==> src/rtl/nvgm_pkg.sv <==
package nvgm_pkg;

  localparam int ADDR_W      = 8;
  localparam int OFFSET_W    = 7;
  localparam int FIELD_W     = 8;
  localparam int CMP_W       = FIELD_W + 1;
  localparam int MASK_LOW_W  = 64;
  localparam int MASK_HIGH_W = 23;
  localparam int MASK_BITS   = MASK_LOW_W + MASK_HIGH_W;
  localparam int PADDR_W     = 4;
  localparam int PDATA_W     = 64;

  localparam logic REG_MASK_LOW  = 1'b0;
  localparam logic REG_MASK_HIGH = 1'b1;

  typedef struct packed {
    logic [FIELD_W-1:0] start;
    logic [FIELD_W-1:0] size;
    logic [FIELD_W-1:0] offset;
  } entry_t;

  typedef struct packed {
    logic busy;
  } scan_status_t;

endpackage

==> src/rtl/nvgm_scan.sv <==
module nvgm_scan #(
  parameter int NUM_REGS   = 87,
  parameter int MAX_GROUPS = 8,
  parameter int GC_W       = 4
) (
  input  logic                               clk,
  input  logic                               rst,
  input  logic                               rebuild,
  input  logic [nvgm_pkg::MASK_BITS-1:0]     mask,
  output nvgm_pkg::entry_t                   tbl [MAX_GROUPS],
  output logic [GC_W-1:0]                    group_count,
  output nvgm_pkg::scan_status_t             status
);
  import nvgm_pkg::*;

  localparam int IDX_W = (NUM_REGS > 1) ? $clog2(NUM_REGS) : 1;
  localparam int GI_W  = (MAX_GROUPS > 1) ? $clog2(MAX_GROUPS) : 1;

  logic [NUM_REGS-1:0] pbits;
  logic                active;
  logic [IDX_W-1:0]    r;
  logic [GC_W-1:0]     grp;
  logic                in_run;
  logic [FIELD_W-1:0]  cum;

  logic                persist;
  logic                last;
  logic                grp_ok;
  logic [GC_W-1:0]     grp_adv;
  logic [GC_W-1:0]     grp_final;
  logic [GC_W:0]       count_raw;
  logic [GC_W-1:0]     count_next;
  logic [FIELD_W-1:0]  start_val;

  for (genvar i = 0; i < NUM_REGS; i++) begin : g_bits
    if (i < MASK_BITS) begin : g_in
      assign pbits[i] = mask[i];
    end else begin : g_out
      assign pbits[i] = 1'b0;
    end
  end

  always_comb begin
    persist    = pbits[r];
    last       = (r == IDX_W'(NUM_REGS - 1));
    grp_ok     = (grp < GC_W'(MAX_GROUPS));
    grp_adv    = (in_run && grp_ok) ? grp + GC_W'(1) : grp;
    grp_final  = persist ? grp : grp_adv;
    count_raw  = persist ? {1'b0, grp_final} + (GC_W+1)'(1) : {1'b0, grp_final};
    count_next = (count_raw > (GC_W+1)'(MAX_GROUPS)) ? GC_W'(MAX_GROUPS)
                                                      : count_raw[GC_W-1:0];
    start_val  = FIELD_W'(r) + FIELD_W'(1);
  end

  always_ff @(posedge clk) begin
    if (rst) begin
      active      <= 1'b0;
      group_count <= '0;
      r           <= '0;
      grp         <= '0;
      in_run      <= 1'b0;
      cum         <= '0;
      for (int g = 0; g < MAX_GROUPS; g++) begin
        tbl[g] <= '0;
      end
    end else if (rebuild) begin
      active <= 1'b1;
      r      <= '0;
      grp    <= '0;
      in_run <= 1'b0;
      cum    <= '0;
      for (int g = 0; g < MAX_GROUPS; g++) begin
        tbl[g] <= '0;
      end
    end else if (active) begin
      if (!persist) begin
        if (grp_adv < GC_W'(MAX_GROUPS)) begin
          tbl[grp_adv[GI_W-1:0]].start <= start_val;
          if (grp_adv != grp) begin
            tbl[grp_adv[GI_W-1:0]].offset <= cum;
          end
        end
        grp    <= grp_adv;
        in_run <= 1'b0;
      end else begin
        if (grp_ok) begin
          tbl[grp[GI_W-1:0]].size <= tbl[grp[GI_W-1:0]].size + FIELD_W'(1);
          cum                     <= cum + FIELD_W'(1);
        end
        in_run <= 1'b1;
      end
      if (last) begin
        active      <= 1'b0;
        group_count <= count_next;
      end else begin
        r <= r + IDX_W'(1);
      end
    end
  end

  assign status.busy = active;

endmodule

==> src/rtl/nvgm_lookup.sv <==
module nvgm_lookup #(
  parameter int MAX_GROUPS = 8,
  parameter int GC_W       = 4
) (
  input  logic                           clk,
  input  logic                           rst,
  input  logic                           accept,
  input  logic [nvgm_pkg::ADDR_W-1:0]    reg_addr,
  input  nvgm_pkg::entry_t               tbl [MAX_GROUPS],
  input  logic [GC_W-1:0]                group_count,
  output logic                           valid,
  output logic                           in_group,
  output logic [nvgm_pkg::OFFSET_W-1:0]  page_offset
);
  import nvgm_pkg::*;

  logic                v1;
  logic [ADDR_W-1:0]   a1;
  logic                v2;
  logic [MAX_GROUPS-1:0] hit2;
  logic [OFFSET_W-1:0] off2 [MAX_GROUPS];

  logic [MAX_GROUPS-1:0] hit_next;
  logic [OFFSET_W-1:0] off_next [MAX_GROUPS];
  logic                sel_hit;
  logic [OFFSET_W-1:0] sel_off;

  always_comb begin
    for (int g = 0; g < MAX_GROUPS; g++) begin
      logic [CMP_W-1:0] ae;
      logic [CMP_W-1:0] s;
      logic [CMP_W-1:0] e;
      logic [CMP_W-1:0] d;
      ae = CMP_W'(a1);
      s  = CMP_W'(tbl[g].start);
      e  = s + CMP_W'(tbl[g].size);
      d  = ae + CMP_W'(tbl[g].offset) - s;
      hit_next[g] = (GC_W'(g) < group_count) && (ae >= s) && (ae < e);
      off_next[g] = d[OFFSET_W-1:0];
    end
  end

  always_comb begin
    sel_hit = 1'b0;
    sel_off = '0;
    for (int g = MAX_GROUPS - 1; g >= 0; g--) begin
      if (hit2[g]) begin
        sel_hit = 1'b1;
        sel_off = off2[g];
      end
    end
  end

  always_ff @(posedge clk) begin
    if (rst) begin
      v1    <= 1'b0;
      v2    <= 1'b0;
      valid <= 1'b0;
    end else begin
      v1    <= accept;
      v2    <= v1;
      valid <= v2;
    end
  end

  always_ff @(posedge clk) begin
    a1          <= reg_addr;
    hit2        <= hit_next;
    off2        <= off_next;
    in_group    <= sel_hit;
    page_offset <= sel_off;
  end

endmodule

==> src/rtl/nv_register_group_mapper_core.sv <==
// Channel   Handshake                  Payload
// lookup    start / busy               reg_addr
// result    valid (one-cycle strobe)   in_group, page_offset
// config    APB psel/penable/pwrite    paddr, pwdata, prdata
//
// One lookup per cycle while busy is low; the result strobes valid after
// the item is taken and has passed the input, compare and select stages.
// A mask write starts a table rebuild that walks one register per cycle,
// so busy stays high until the walk has reached the last register.
// Reset clears the masks and the table; every lookup then misses.
// The receiver cannot stall, so the pipeline never holds.
module nv_register_group_mapper_core #(
  parameter int NUM_REGS   = 87,
  parameter int MAX_GROUPS = 8
) (
  input  logic                            clk,
  input  logic                            rst,
  input  logic                            start,
  output logic                            busy,
  input  logic [nvgm_pkg::ADDR_W-1:0]     reg_addr,
  output logic                            valid,
  output logic                            in_group,
  output logic [nvgm_pkg::OFFSET_W-1:0]   page_offset,
  input  logic                            psel,
  input  logic                            penable,
  input  logic                            pwrite,
  input  logic [nvgm_pkg::PADDR_W-1:0]    paddr,
  input  logic [nvgm_pkg::PDATA_W-1:0]    pwdata,
  output logic [nvgm_pkg::PDATA_W-1:0]    prdata,
  output logic                            pready
);
  import nvgm_pkg::*;

  localparam int GC_W = $clog2(MAX_GROUPS + 1);

  logic [MASK_LOW_W-1:0]  mask_low;
  logic [MASK_HIGH_W-1:0] mask_high;
  logic                   cfg_wr;
  logic                   accept;
  entry_t                 tbl [MAX_GROUPS];
  logic [GC_W-1:0]        group_count;
  scan_status_t           status;

  assign pready = 1'b1;
  assign cfg_wr = psel && penable && pwrite;
  assign accept = start && !busy;
  assign busy   = status.busy;

  always_ff @(posedge clk) begin
    if (rst) begin
      mask_low  <= '0;
      mask_high <= '0;
    end else if (cfg_wr) begin
      case (paddr[3])
        REG_MASK_LOW:  mask_low  <= pwdata;
        REG_MASK_HIGH: mask_high <= pwdata[MASK_HIGH_W-1:0];
        default:       mask_low  <= mask_low;
      endcase
    end
  end

  always_comb begin
    case (paddr[3])
      REG_MASK_LOW:  prdata = mask_low;
      REG_MASK_HIGH: prdata = PDATA_W'(mask_high);
      default:       prdata = '0;
    endcase
  end

  nvgm_scan #(
    .NUM_REGS   (NUM_REGS),
    .MAX_GROUPS (MAX_GROUPS),
    .GC_W       (GC_W)
  ) u_scan (
    .clk         (clk),
    .rst         (rst),
    .rebuild     (cfg_wr),
    .mask        ({mask_high, mask_low}),
    .tbl         (tbl),
    .group_count (group_count),
    .status      (status)
  );

  nvgm_lookup #(
    .MAX_GROUPS (MAX_GROUPS),
    .GC_W       (GC_W)
  ) u_lookup (
    .clk         (clk),
    .rst         (rst),
    .accept      (accept),
    .reg_addr    (reg_addr),
    .tbl         (tbl),
    .group_count (group_count),
    .valid       (valid),
    .in_group    (in_group),
    .page_offset (page_offset)
  );

  a_miss_zero: assert property (@(posedge clk) disable iff (rst)
    (valid && !in_group) |-> (page_offset == '0))
    else $error("miss with nonzero offset");

  a_latency: assert property (@(posedge clk) disable iff (rst)
    accept |-> ##3 valid)
    else $error("result strobe missing three cycles after accept");

  a_offset_range: assert property (@(posedge clk) disable iff (rst)
    (valid && in_group) |-> ({1'b0, page_offset} < FIELD_W'(NUM_REGS)))
    else $error("offset beyond register count");

  a_busy_cause: assert property (@(posedge clk) disable iff (rst)
    $rose(busy) |-> $past(cfg_wr))
    else $error("rebuild without a mask write");

endmodule
==> config.mk <==
export PLATFORM = sky130hd
export DESIGN_NAME = nv_register_group_mapper_core
export DESIGN_NICKNAME = d
export VERILOG_FILES = /design/src/rtl/nvgm_pkg.sv /design/src/rtl/nvgm_scan.sv /design/src/rtl/nvgm_lookup.sv /design/src/rtl/nv_register_group_mapper_core.sv
export SDC_FILE = /design/constraint.sdc
export NUM_CORES = 1
export LEC_CHECK = 0
export CAP_MARGIN = 20
export CORE_MARGIN = 2
export CORE_UTILIZATION = 60
export CTS_BUF_LIST = sky130_fd_sc_hd__clkbuf_4 sky130_fd_sc_hd__clkbuf_8 sky130_fd_sc_hd__clkbuf_16
export DETAILED_ROUTE_END_ITERATION = 12
export DONT_BUFFER_PORTS = 1
export GPL_ROUTABILITY_DRIVEN = 1
export GPL_TIMING_DRIVEN = 0
export PLACE_DENSITY = 0.76
export SLEW_MARGIN = 15
export SYNTH_ARGS = -nofsm -noshare
export SYNTH_HDL_FRONTEND = slang
export SYNTH_SLANG_ARGS = --single-unit
==> constraint.sdc <==
create_clock -name clk -period 10.7 [get_ports clk]
set_clock_uncertainty 0.2 [all_clocks]
set_input_delay 1.605 -clock clk [delete_from_list [all_inputs] [get_ports clk]]
set_output_delay 1.605 -clock clk [all_outputs]
set_load 0.01 [all_outputs]
==> impl_results.md, run 1 <==
- Final Slew Violations: 0
- Hold_buf cts: 0
- Kind of critical path: in -> out
- Router iterations before antenna repair: 5
- Worst hold stages: 2
- Clock transition at the registers of the reported paths: ~0.060 ns
- Final period utilization: a little under half
- Worst skew pair latency: 0.58 ns
- Yosys warnings: 0
- Leakage: 10.34 nW
- Mapped Nets: ~3000
- ANT nets after route: 0
- Worst reg2reg path depth: 13
- Inst Count DP: 3108
- Synth Register Bits: ~380
- FF/Latch Area: approximately 7600 sq um
- Cell Area, Synth: ~23000 sq um
- Sequential area share after synthesis: 32.82%
- Max capacitance violation total: 0
- Starting Density: between 60 and 70%
- Setup bufs post-CTS: 0
- Die area: 40010 sq um
- Total Routed Length: 67.63 mm
- Initial DRC count: between 1000 and 1500
- Crit. End Element: output pin
- Maximum vdd drop: roughly 0.12 mV
- Largest net degree at the start of global routing: 18
- Setup TNS: 0 ns
- Syn_area_per_cell: around 8.9 sq um
- Top Layer Used: met5
- Worst R2R End: u_scan.group_count[1]
- Core area: 37760 sq um
- TritonCTS clock tree: yes
- Clock Tree Root: clkbuf_16
- Fin worst setup slack: approximately 5.9 ns
- Met3 routed WL: 5.723 mm
- Initial antenna violation count: 2
- Multi-input gate area: between 10000 and 15000 sq um
- Post-placement worst setup slack: 5.879 ns
- Hold/Removal Path Class: reg -> reg
- Max clock buf depth: 3
- Worst R2R Setup Slack: between 6 and 7 ns
- Worst Max-Slew Pin Slew: roughly 1.2 ns
- Max Freq: a little over 200 MHz
- Status: completed
- Post-synth cell types: 72
- Fin crit period: a little under 5 ns
- Mapped Cells: around 2600
- GR Overflow Total: 0
- Resized Gates After CTS: 0
- Global-route wire length before repair: ~100 mm
- Drt wl/cell: 21.23 microns
- # DRC: 0
- Power Density: between 100 and 150 nW/um^2
- Layout area overhead: 9.284%
- # IOs: approximately 160
- GR Util All Layers: between 30% and 40%
- Vias per inst: 5.962
- Hold Path End: u_lookup.page_offset[5]
- WL met1: ~28 mm
- Post-route insts no fill: ~3200
- Critical path arrival: 3.04 ns
- Placed cell areas: around 24000 sq um
- Port bufs: 0
- Vias in the first global route: about 18000
- Rel. slew slack: around 19%
- Nets: 3027
- Die H: 200.0 microns
- Startpoint Class: input pin
- Met2 wire len: 30.55 mm
- Htree depth: 2
- # diodes: 0
- Post-route design area: roughly 25000 sq um
- Total number of vias: roughly 19000
- Gpl congestion: between 0.9 and 1
- RSZ-0062 raised after global routing: false
- Critical Path RT: approximately 8.9 ns
- Post-synth EDFFs: 0
- Final Hold Fails: 0
- Max FO, Critical Path: 10
- Pwr Total: ~0.0033 W
- Worst reg2reg startpoint: u_scan.r[0]
- Number of fill cells: a little over 3000
- Synth Flop Type: dfxtp_1
- Worst hold start: u_lookup.off2[54]
- Sink Count: about 380
- Die width: ~200 microns
- Hpwl dp: between 50 and 60 mm
- Row count: 71
- Layout cells sized above 1: under 10%
- # setup viols final: 0
- CTS Buf Count: 42
- Async set-reset flop share out of synthesis: 0%
-- routing by layer --
| layer | vias up | GRT usage (%) |
|---|---|---|
| met5 | - | 0 |
| met4 | 2 | 15.91 |
| met3 | 182 | 6.872 |
| met2 | 804 | 55.48 |
| met1 | 9076 | 42.97 |
| li1 | 8924 | - |
-- stage by stage --
step | utilization [%] | hold WS, ns
4_1_cts | 66.69 | 0.2348
3_5_place_dp | 62.87 | 0.2201
3_3_place_gp | 62.77 | 0.2189
6_report | 66.74 | 0.2342
2_1_floorplan | - | 0.2014
5_1_grt | 66.74 | 0.2557
-- report_power, final --
group	internal, W	switching, W
clock network	0.000884	0.000622
logic	0.000113	0.000167
registers	0.00146	0.0000322
total	0.00245	0.000821
-- state kept, by name, indices dropped and copies added, names as in the netlist, 4 cells and up --
| signal | count |
|---|---|
| u_scan.r | 7 |
| u_scan.group_count | 4 |
| u_lookup.page_offset | 7 |
| mask_low | 64 |
| u_lookup.a1 | 8 |
| u_scan.cum | 7 |
| u_lookup.hit2 | 8 |
| u_scan.tbl | 184 |
| u_lookup.off2 | 56 |
| mask_high | 23 |
| u_scan.grp | 4 |
-- kinds of logic (layout without fill, tap and decap cells) --
group	count (synthesis)	after routing	synth area share, %
and+or+nand+nor	677	677	13.80
other	1	1	0.01626
DFF	378	378	32.82
xor gates and xnor gates	139	139	5.280
buffers and inverters	392	471	6.918
muxes	131	131	7.391
adders and majority gates	302	302	18.21
AOI/OAI and AO/OA	575	575	15.56
-- synthesized netlist by cell type (all sizes together), types with 8 or more instances --
master	n	area (sq um)
a211oi	21	162.6
a21o	106	795.8
a21oi	233	1166
a221oi	8	70.07
a32o	28	280.3
and2	8	50.05
buf	49	307.8
clkbuf	80	300.3
dfxtp	378	7567
fa	56	1121
ha	246	3078
inv	262	983.4
mux2	31	349.1
mux2i	75	750.7
mux4	25	604.3
nand2	275	1037
nand2b	20	125.1
nand3	101	505.5
nand3b	8	60.06
nor2	128	480.5
nor2b	74	462.9
nor3	17	96.35
nor4	9	96.34
o21ai	105	525.5
o21bai	40	300.3
or2	12	75.07
xnor2	91	797.0
xor2	48	420.4
-- placed cells by master (no fill, tap or decap), types with 11 or more instances in the layout --
cell type and instances:
mux4_1 11, nand2b_1 20, nor3_1 16, nand2_1 273, inv_1 262, a32o_1 28
dfxtp_1 378, o21ai_0 104, nor2b_1 74, ha_1 246, mux2i_1 75, nor2_1 128
fa_1 56, nand3_1 101, a211oi_1 20, xor2_1 47, clkbuf_1 80, mux2_2 31
a21oi_1 233, buf_2 27, clkbuf_16 43, mux4_2 14, a21o_1 106, xnor2_1 90
o21bai_1 40
-- worst max path at each step --
stage | from | endpoint | slack [ns] | cells after the start
after global routing | paddr[3] | prdata[21] | 5.78 | 3
after CTS | paddr[3] | prdata[21] | 5.88 | 3
final | paddr[3] | prdata[21] | 5.86 | 3
after global placement | paddr[3] | prdata[8] | 5.91 | 3
after detailed placement | paddr[3] | prdata[21] | 5.88 | 3
after floorplan | paddr[3] | prdata[10] | 6.25 | 3
-- area by class of cell --
cell class	count	share of cell area, %
buffer	129	2.413
tap	511	2.537
multi-input combinational	1825	55.23
inverter	263	3.918
clock inverter	19	0.8491
sequential	378	30.03
timing repair buffer	4	0.1440
clock buffer	56	4.881
-- critical path, cell delays in order --
cell,delay [ns]
buf_1,0.48
clkbuf_1,0.50
mux2_2,0.45
Power figures use the tool's default switching activity.
==> run 2: changes to the inputs <==
--- a/config.mk
+++ b/config.mk
@@ -5,6 +5,7 @@
 export SDC_FILE = /design/constraint.sdc
 export NUM_CORES = 1
 export LEC_CHECK = 0
+export ABC_AREA = 1
 export CAP_MARGIN = 20
 export CORE_MARGIN = 2
 export CORE_UTILIZATION = 60
==> constraint.sdc (replaced) <==
create_clock -name clk -period 4.5 [get_ports clk]
set_clock_uncertainty 0.2 [all_clocks]
set_input_delay 0.675 -clock clk [delete_from_list [all_inputs] [get_ports clk]]
set_output_delay 0.675 -clock clk [all_outputs]
set_load 0.01 [all_outputs]
==> run 2 against run 1 <==
Global-route usage grew 1.9 points. Cell area shrank 0.99%. Largest cell class unchanged. Critical path depth grew 10. Non-clock buffer count shrank 7. Synthesized cell count grew 15%. Highest routed layer is now met4. First-iteration DRC count grew 68%.
==> impl_results.md, run 2 <==
- Layout area overhead: 9.548%
- Core Util, Final: 66.55% (-0.19 points)
- # diodes: 0 (unchanged)
- Worst R2R Setup Slack: 0.58 ns (-5.89 ns)
- Final period utilization: about 87%
- Synth cell count leaders: 440 x inv_1, 437 x nand2_1, 378 x dfxtp_1
- Synth Register Bits: 378 (unchanged)
- Int Pwr: 0.005897 W (+140%)
- Logic pwr share: 11.4% (+2.9 points)
- # IOs: 157 (unchanged)
- Synth Flop Type: dfxtp_1
- Gpl congestion: 0.9861 (-0.81%)
- Leakage: 10.80 nW (+4.4%)
- Sequential area share after synthesis: 33.23% (+0.41 points)
- Placed cell areas: 23460 sq um (-1.2%)
- Worst skew pair latency: 0.59 ns (about the same)
- Sw Share: 27.01% (+1.9 points)
- Global-route wire length before repair: 107.5 mm (+4.8%)
- Crit path max-delay family: XOR/XNOR gates
- Status: completed
- Commonest non-fill, non-tap cell in the layout: inv_1
- ANT nets after route: 0 (unchanged)
- Die width: 198.8 microns (-0.60%)
- Startpoint Class: flop
- Most frequent cells in the layout: 440 x inv_1, 437 x nand2_1, 374 x dfxtp_1, 333 x a21oi_1, 313 x o21ai_0
- Yosys warnings: 0 (unchanged)
- Nets: 3435 (+13%)
- Hpwl dp: 53.67 mm (+3.1%)
- Clock Tree Root: clkbuf_16
- Post-synth top area cell: dfxtp_1
- RSZ-0062 raised after global routing: false
- Cell Area, Synth: 22780 sq um (-1.2%)
- CP max stage delay: 0.93 ns (+0.43 ns)
- Max FO, Critical Path: 10 (unchanged)
- Number of fill cells: 3290 (+7.8%)
- Largest register FFs: 184 (unchanged)
- Critical path arrival: 4.13 ns (+1.09 ns)
- Final Hold Fails: 0 (unchanged)
- Kind of critical path: reg -> reg
- Area share of the largest cell type after synthesis: 33.23% (+0.41 points)
- Crit path cell chain: inv_1 > nand3_1 > inv_1 > nand2_1 > nand2_1 > a211oi_1 > nand4_1 > clkbuf_1 > ha_1 > nand4_1 > nor2_1 > xnor2_1 > a21oi_1
- GR Overflow Total: 0 (unchanged)
- Largest net degree at the start of global routing: 25 (+7)
- Port bufs: 0 (unchanged)
- Clock transition at the registers of the reported paths: 0.06 ns (about the same)
- Initial DRC count: 2443 (+68%)
- Most flops, register: u_scan.tbl
- Row count: 71 (unchanged)
- # DRC: 0 (unchanged)
- Rel. slew slack: 17.33% (-2.0 points)
- Async set-reset flop share out of synthesis: 0% (unchanged)
- Crit. End Element: flop
- # setup viols final: 0 (unchanged)
- Main area contributors after synthesis: dfxtp_1 33%, ha_1 14%, a21oi_1 7.3%
- Drt wl/cell: 19.71 microns (-7.2%)
- Maximum vdd drop: 0.2856 mV (+130%)
- Vias in the first global route: 19740 (+8.5%)
- WHS: 0.02808 ns (-0.2062 ns)
- Starting Density: 60.75% (-0.32 points)
- Max clock buf depth: 3 (unchanged)
- Count leader, synth: inv_1
- Initial antenna violation count: 4 (+2)
- Power Density: 323.8 nW/um^2 (+150%)
- Core area: 37490 sq um (-0.71%)
- Mapped Cells: 2996 (+15%)
- Max Freq: between 200 and 300 MHz
- Resized Gates After CTS: 0 (unchanged)
- Max capacitance violation total: 0 (unchanged)
- Post-synth EDFFs: 0 (unchanged)
- Total number of vias: 21050 (+11%)
- Largest regs: u_scan.tbl x184, mask_low x64, u_lookup.off2 x56
- Critical Path RT: 4.70 ns (-4.20 ns)
- Final Slew Violations: 0 (unchanged)
- Sink Count: 378 (unchanged)
- Post-synth cell types: 48 (-33%)
- Hold/Removal Path Class: in -> reg
- Htree depth: 2 (unchanged)
- Die area: 39530 sq um (-1.2%)
- Setup TNS: 0 ns (unchanged)
- NetSw: 0.002183 W (+170%)
- Critical Path Slowest Stage Cell: xnor2_1
- Clock network fraction of total power: 44.0% (-2.0 points)
- Vias per inst: 5.860 (-1.7%)
- Die H: 198.8 microns (-0.60%)
- CP Buf/Inv Count: 3 (+1)
- Sequential share of power: 44.6% (-0.8 points)
- Fin crit period: about 3.9 ns
- Layout cells sized above 1: 4.640% (-2.5 points)
- CTS Buf Count: 42 (unchanged)
- Syn_area_per_cell: 7.602 sq um (-14%)
- Total Routed Length: 70.80 mm (+4.7%)
- Worst Max-Slew Pin Slew: 1.232 ns (+0.02324 ns)
- TritonCTS clock tree: yes
- Mapped Nets: 3380 (+13%)
- Router iterations before antenna repair: 6 (+1)
- Post-route design area: 24950 sq um (-0.99%)
- GR Util All Layers: 35.76% (+1.9 points)
run 2: worst reg2reg max path, cell delays in order, from the launching register on:
cell      delay (ns)
dfxtp_1         0.47
inv_1           0.19
nand3_1         0.21
inv_1           0.18
nand2_1         0.09
nand2_1         0.06
a211oi_1        0.28
nand4_1         0.16
clkbuf_1        0.33
ha_1            0.33
nand4_1         0.10
nor2_1          0.06
xnor2_1         0.93
a21oi_1         0.15
run 2: power groups by stage:
stage / Clock, W / Combinational (W) / Sequential, W
after floorplan: 0 / 0.000648 / 0.00362
after global placement: 0 / 0.000854 / 0.00367
after detailed placement: 0 / 0.000893 / 0.00367
after CTS: 0.00356 / 0.000904 / 0.00360
after global routing: 0.00369 / 0.00103 / 0.00361
final: 0.00355 / 0.000920 / 0.00360
run 2: final cells by class:
type | instances | area (sq um) | area share (%)
Multi-Input combinational cell | 2060 | 13040 | 52.24
Sequential cell | 378 | 7572 | 30.35
Inverter | 443 | 1667 | 6.680
Clock buffer | 57 | 1220 | 4.889
Tap cell | 511 | 639.4 | 2.563
Buffer | 115 | 515.5 | 2.066
Clock inverter | 18 | 191.4 | 0.7673
Timing Repair Buffer | 11 | 110.1 | 0.4413
run 2: timing repair:
item                                    in CTS  in global routing
buffers inserted                             0                  0
endpoints found under the setup margin       0                  0
hold endpoints to repair                     8                  0
hold buffers                                 8                  0
run 2: path summary, 6_finish.rpt:
check                           depth (start not counted)             end          start
worst max-delay path                                   13  u_scan.tbl[38]  u_scan.grp[0]
worst min register to register                          2  u_lookup.valid    u_lookup.v2
worst max register to register                         13  u_scan.tbl[38]  u_scan.grp[0]
worst min-delay path                                    2     u_lookup.v1          start
run 2: metrics by stage:
step | power (W) | cells | setup WS [ns]
after detailed placement | 0.004565 | 3510 | 0.7768
after global routing | 0.008323 | 3593 | 0.4272
after CTS | 0.008062 | 3593 | 0.7716
after global placement | 0.004525 | 3507 | 0.2932
after floorplan | 0.004269 | 2996 | 1.611
final | 0.008080 | 3593 | 0.5766
run 2: layer usage:
layer | track usage [%] | wire length, microns | share of wire (%)
met1 | 48.72 | 29620 | 42
met2 | 55.92 | 30670 | 43
met3 | 7.223 | 7924 | 11
met4 | 13.65 | 2582 | 3.6
met5 | 0 | 0 | 0
run 2: cells by family (layout without fill, tap and decap cells):
group | Yosys count | in the layout | synth area share (%)
adders and majority gates | 302 | 302 | 18.44
xor gates and xnor gates | 124 | 124 | 4.768
DFF | 378 | 378 | 33.23
AOI/OAI and AO/OA | 791 | 791 | 18.88
buffers and inverters | 558 | 644 | 9.575
other | 1 | 1 | 0.01646
and+or+nand+nor | 842 | 842 | 15.10
==> run 3: changes to the inputs <==
==> constraint.sdc (replaced) <==
create_clock -name clk -period 4.5 [get_ports clk]
set_clock_uncertainty 0.2 [all_clocks]
set_input_delay 1.125 -clock clk [delete_from_list [all_inputs] [get_ports clk]]
set_output_delay 1.125 -clock clk [all_outputs]
set_load 0.01 [all_outputs]
==> run 3 against run 2 <==
Clock power about the same. Register-to-register slack worse by 0.03 ns. Global-route usage about the same. Total power down 0.10%. Worst hold slack better by 0.18 ns. Cell area down 0.32%. Critical path depth unchanged. Final cell count down 0.22%. Sequential cell count unchanged. Critical path type unchanged.
==> impl_results.md, run 3 (same netlist as run 2, synthesis figures left out) <==
- Status: completed
- Total number of vias: 21060 (+0.024%)
- RSZ-0062 raised after global routing: false
- Number of fill cells: 3292 (+0.061%)
- Maximum vdd drop: 0.2856 mV (about the same)
- Resized Gates After CTS: 0 (unchanged)
- # setup viols final: 0 (unchanged)
- GR Util All Layers: 35.72% (-0.038 points)
- Drt wl/cell: 19.74 microns (+0.15%)
- Router iterations before antenna repair: 6 (unchanged)
- Rel. slew slack: 17.59% (+0.26 points)
- Worst Setup SP: u_scan.grp[0]
- Post-placement worst setup slack: 0.4117 ns (-0.3651 ns)
- Most flops, register: u_scan.tbl
- Initial DRC count: 2504 (+2.5%)
- Final Hold Fails: 0 (unchanged)
- Leakage: 10.76 nW (-0.31%)
- Port bufs: 0 (unchanged)
- Core area: 37490 sq um (unchanged)
- Layout cells sized above 1: 4.652% (+0.012 points)
- Initial antenna violation count: 4 (unchanged)
- Clock transition at the registers of the reported paths: 0.06 ns (about the same)
- Max Freq: 253.1 MHz (-0.71%)
- Max capacitance violation total: 0 (unchanged)
- Largest net degree at the start of global routing: 25 (unchanged)
- # diodes: 0 (unchanged)
- Final Slew Violations: 0 (unchanged)
- Vias in the first global route: 19710 (-0.15%)
- # IOs: 157 (unchanged)
- Clock Tree Root: clkbuf_16
- Worst Max-Slew Pin Slew: 1.228 ns (-0.003934 ns)
- Setup TNS: 0 ns (unchanged)
- Total Routed Length: 70.75 mm (about the same)
- CP Buf/Inv Count: 3 (unchanged)
- Nets: 3427 (-0.23%)
- Hold/Removal Path Class: reg -> reg
- Crit path cell chain: inv_1 > nand3_1 > inv_1 > nand2_1 > nand2_1 > a211oi_1 > nand4_1 > clkbuf_1 > ha_1 > nand4_1 > nor2_1 > xnor2_1 > a21oi_1
- Largest register FFs: 184 (unchanged)
- Setup bufs post-CTS: 0 (unchanged)
- Worst hold start: u_lookup.v2
- Most frequent cells in the layout: 440 x inv_1, 437 x nand2_1, 374 x dfxtp_1, 333 x a21oi_1, 313 x o21ai_0
- Kind of critical path: reg -> reg
- Die area: 39530 sq um (unchanged)
- Fin worst setup slack: 0.5485 ns (-0.02812 ns)
- Worst skew pair latency: 0.59 ns (about the same)
- Final period utilization: 87.81% (+0.62 points)
- TritonCTS clock tree: yes
- GR Overflow Total: 0 (unchanged)
- CTS Buf Count: 42 (unchanged)
- Gpl congestion: 0.9861 (unchanged)
- Row count: 71 (unchanged)
- Fin crit period: 3.952 ns (+0.02812 ns)
- ANT nets after route: 0 (unchanged)
- Startpoint Class: flop
- Die H: 198.8 microns (unchanged)
- # DRC: 0 (unchanged)
- CP max stage delay: 0.90 ns (-0.03 ns)
- Critical Path Slowest Stage Cell: xnor2_1
- Hold_buf cts: 0 (-8)
- Critical path arrival: 4.16 ns (+0.03 ns)
- Commonest non-fill, non-tap cell in the layout: inv_1
- Htree depth: 2 (unchanged)
- Starting Density: 60.75% (unchanged)
- Die width: 198.8 microns (unchanged)
- Global-route wire length before repair: 107.4 mm (-0.10%)
- Power Density: 324.5 nW/um^2 (+0.22%)
- Largest regs: u_scan.tbl x184, mask_low x64, u_lookup.off2 x56
- Sink Count: 378 (unchanged)
- Worst reg2reg startpoint: u_scan.grp[0]
- Crit path max-delay family: XOR/XNOR gates
- Layout area overhead: 9.196%
- Hpwl dp: 53.67 mm (unchanged)
- Vias per inst: 5.874 (+0.25%)
- Max FO, Critical Path: 10 (unchanged)
- Critical Path RT: 4.70 ns (about the same)
- Max clock buf depth: 3 (unchanged)
- Crit. End Element: flop
## run 3: changes by cell type in the layout (fill, tap and decap cells not counted), sizes merged
cell / delta
dlygate4sd3: -8
## run 3: tightest hold or removal path: cells and delay by family (launching register included)
family | cells | cell delay (ns)
DFF | 1 | 0.29
buffers and inverters | 1 | 0.04
and+or+nand+nor | 1 | 0.03
## run 3: final timing paths
kind	to	slack, ns	depth (start not counted)
worst max-delay path	u_scan.tbl[38]	0.55	13
worst min register to register	u_lookup.valid	0.21	2
worst min-delay path	u_lookup.valid	0.21	2
worst max register to register	u_scan.tbl[38]	0.55	13
## run 3: power by group
part           leakage (nW)  switching [W]  internal (W)
clock network         0.704        0.00147       0.00208
logic                  6.98       0.000596      0.000319
registers              3.08       0.000109       0.00350
total                  10.8        0.00218       0.00589
## run 3: final cells by class
| type | count | area, sq um | share of cell area [%] |
|---|---|---|---|
| flip-flops and latches | 378 | 7572 | 30.45 |
| clock inverters | 18 | 191.4 | 0.7697 |
| clock buffers | 57 | 1220 | 4.905 |
| multi-input cells | 2060 | 13040 | 52.41 |
| well taps | 511 | 639.4 | 2.571 |
| inverters | 443 | 1667 | 6.701 |
| repair buffers | 3 | 30.03 | 0.1207 |
| plain buffers | 115 | 515.5 | 2.073 |
## run 3: per-stage QoR
stage	hold WS, ns	total power, W	area (sq um)	utilization [%]	instances
6_report	0.2090	0.008072	24870	66.34	3585
5_1_grt	0.2415	0.008317	24870	66.34	3585
4_1_cts	0.2142	0.008056	24870	66.34	3585
3_5_place_dp	0.2050	0.004565	23460	62.58	3510
3_3_place_gp	0.1968	0.004525	23420	62.46	3507
2_1_floorplan	0.1883	0.004269	22780	-	2996
## run 3: routing by layer
metal / track usage [%] / vias to the layer above / routed length [microns]
met5: 0 / - / 0
met4: 13.60 / 0 / 2638
met3: 7.189 / 185 / 7656
met2: 55.85 / 1097 / 30580
met1: 48.70 / 9866 / 29880
li1: - / 9911 / -
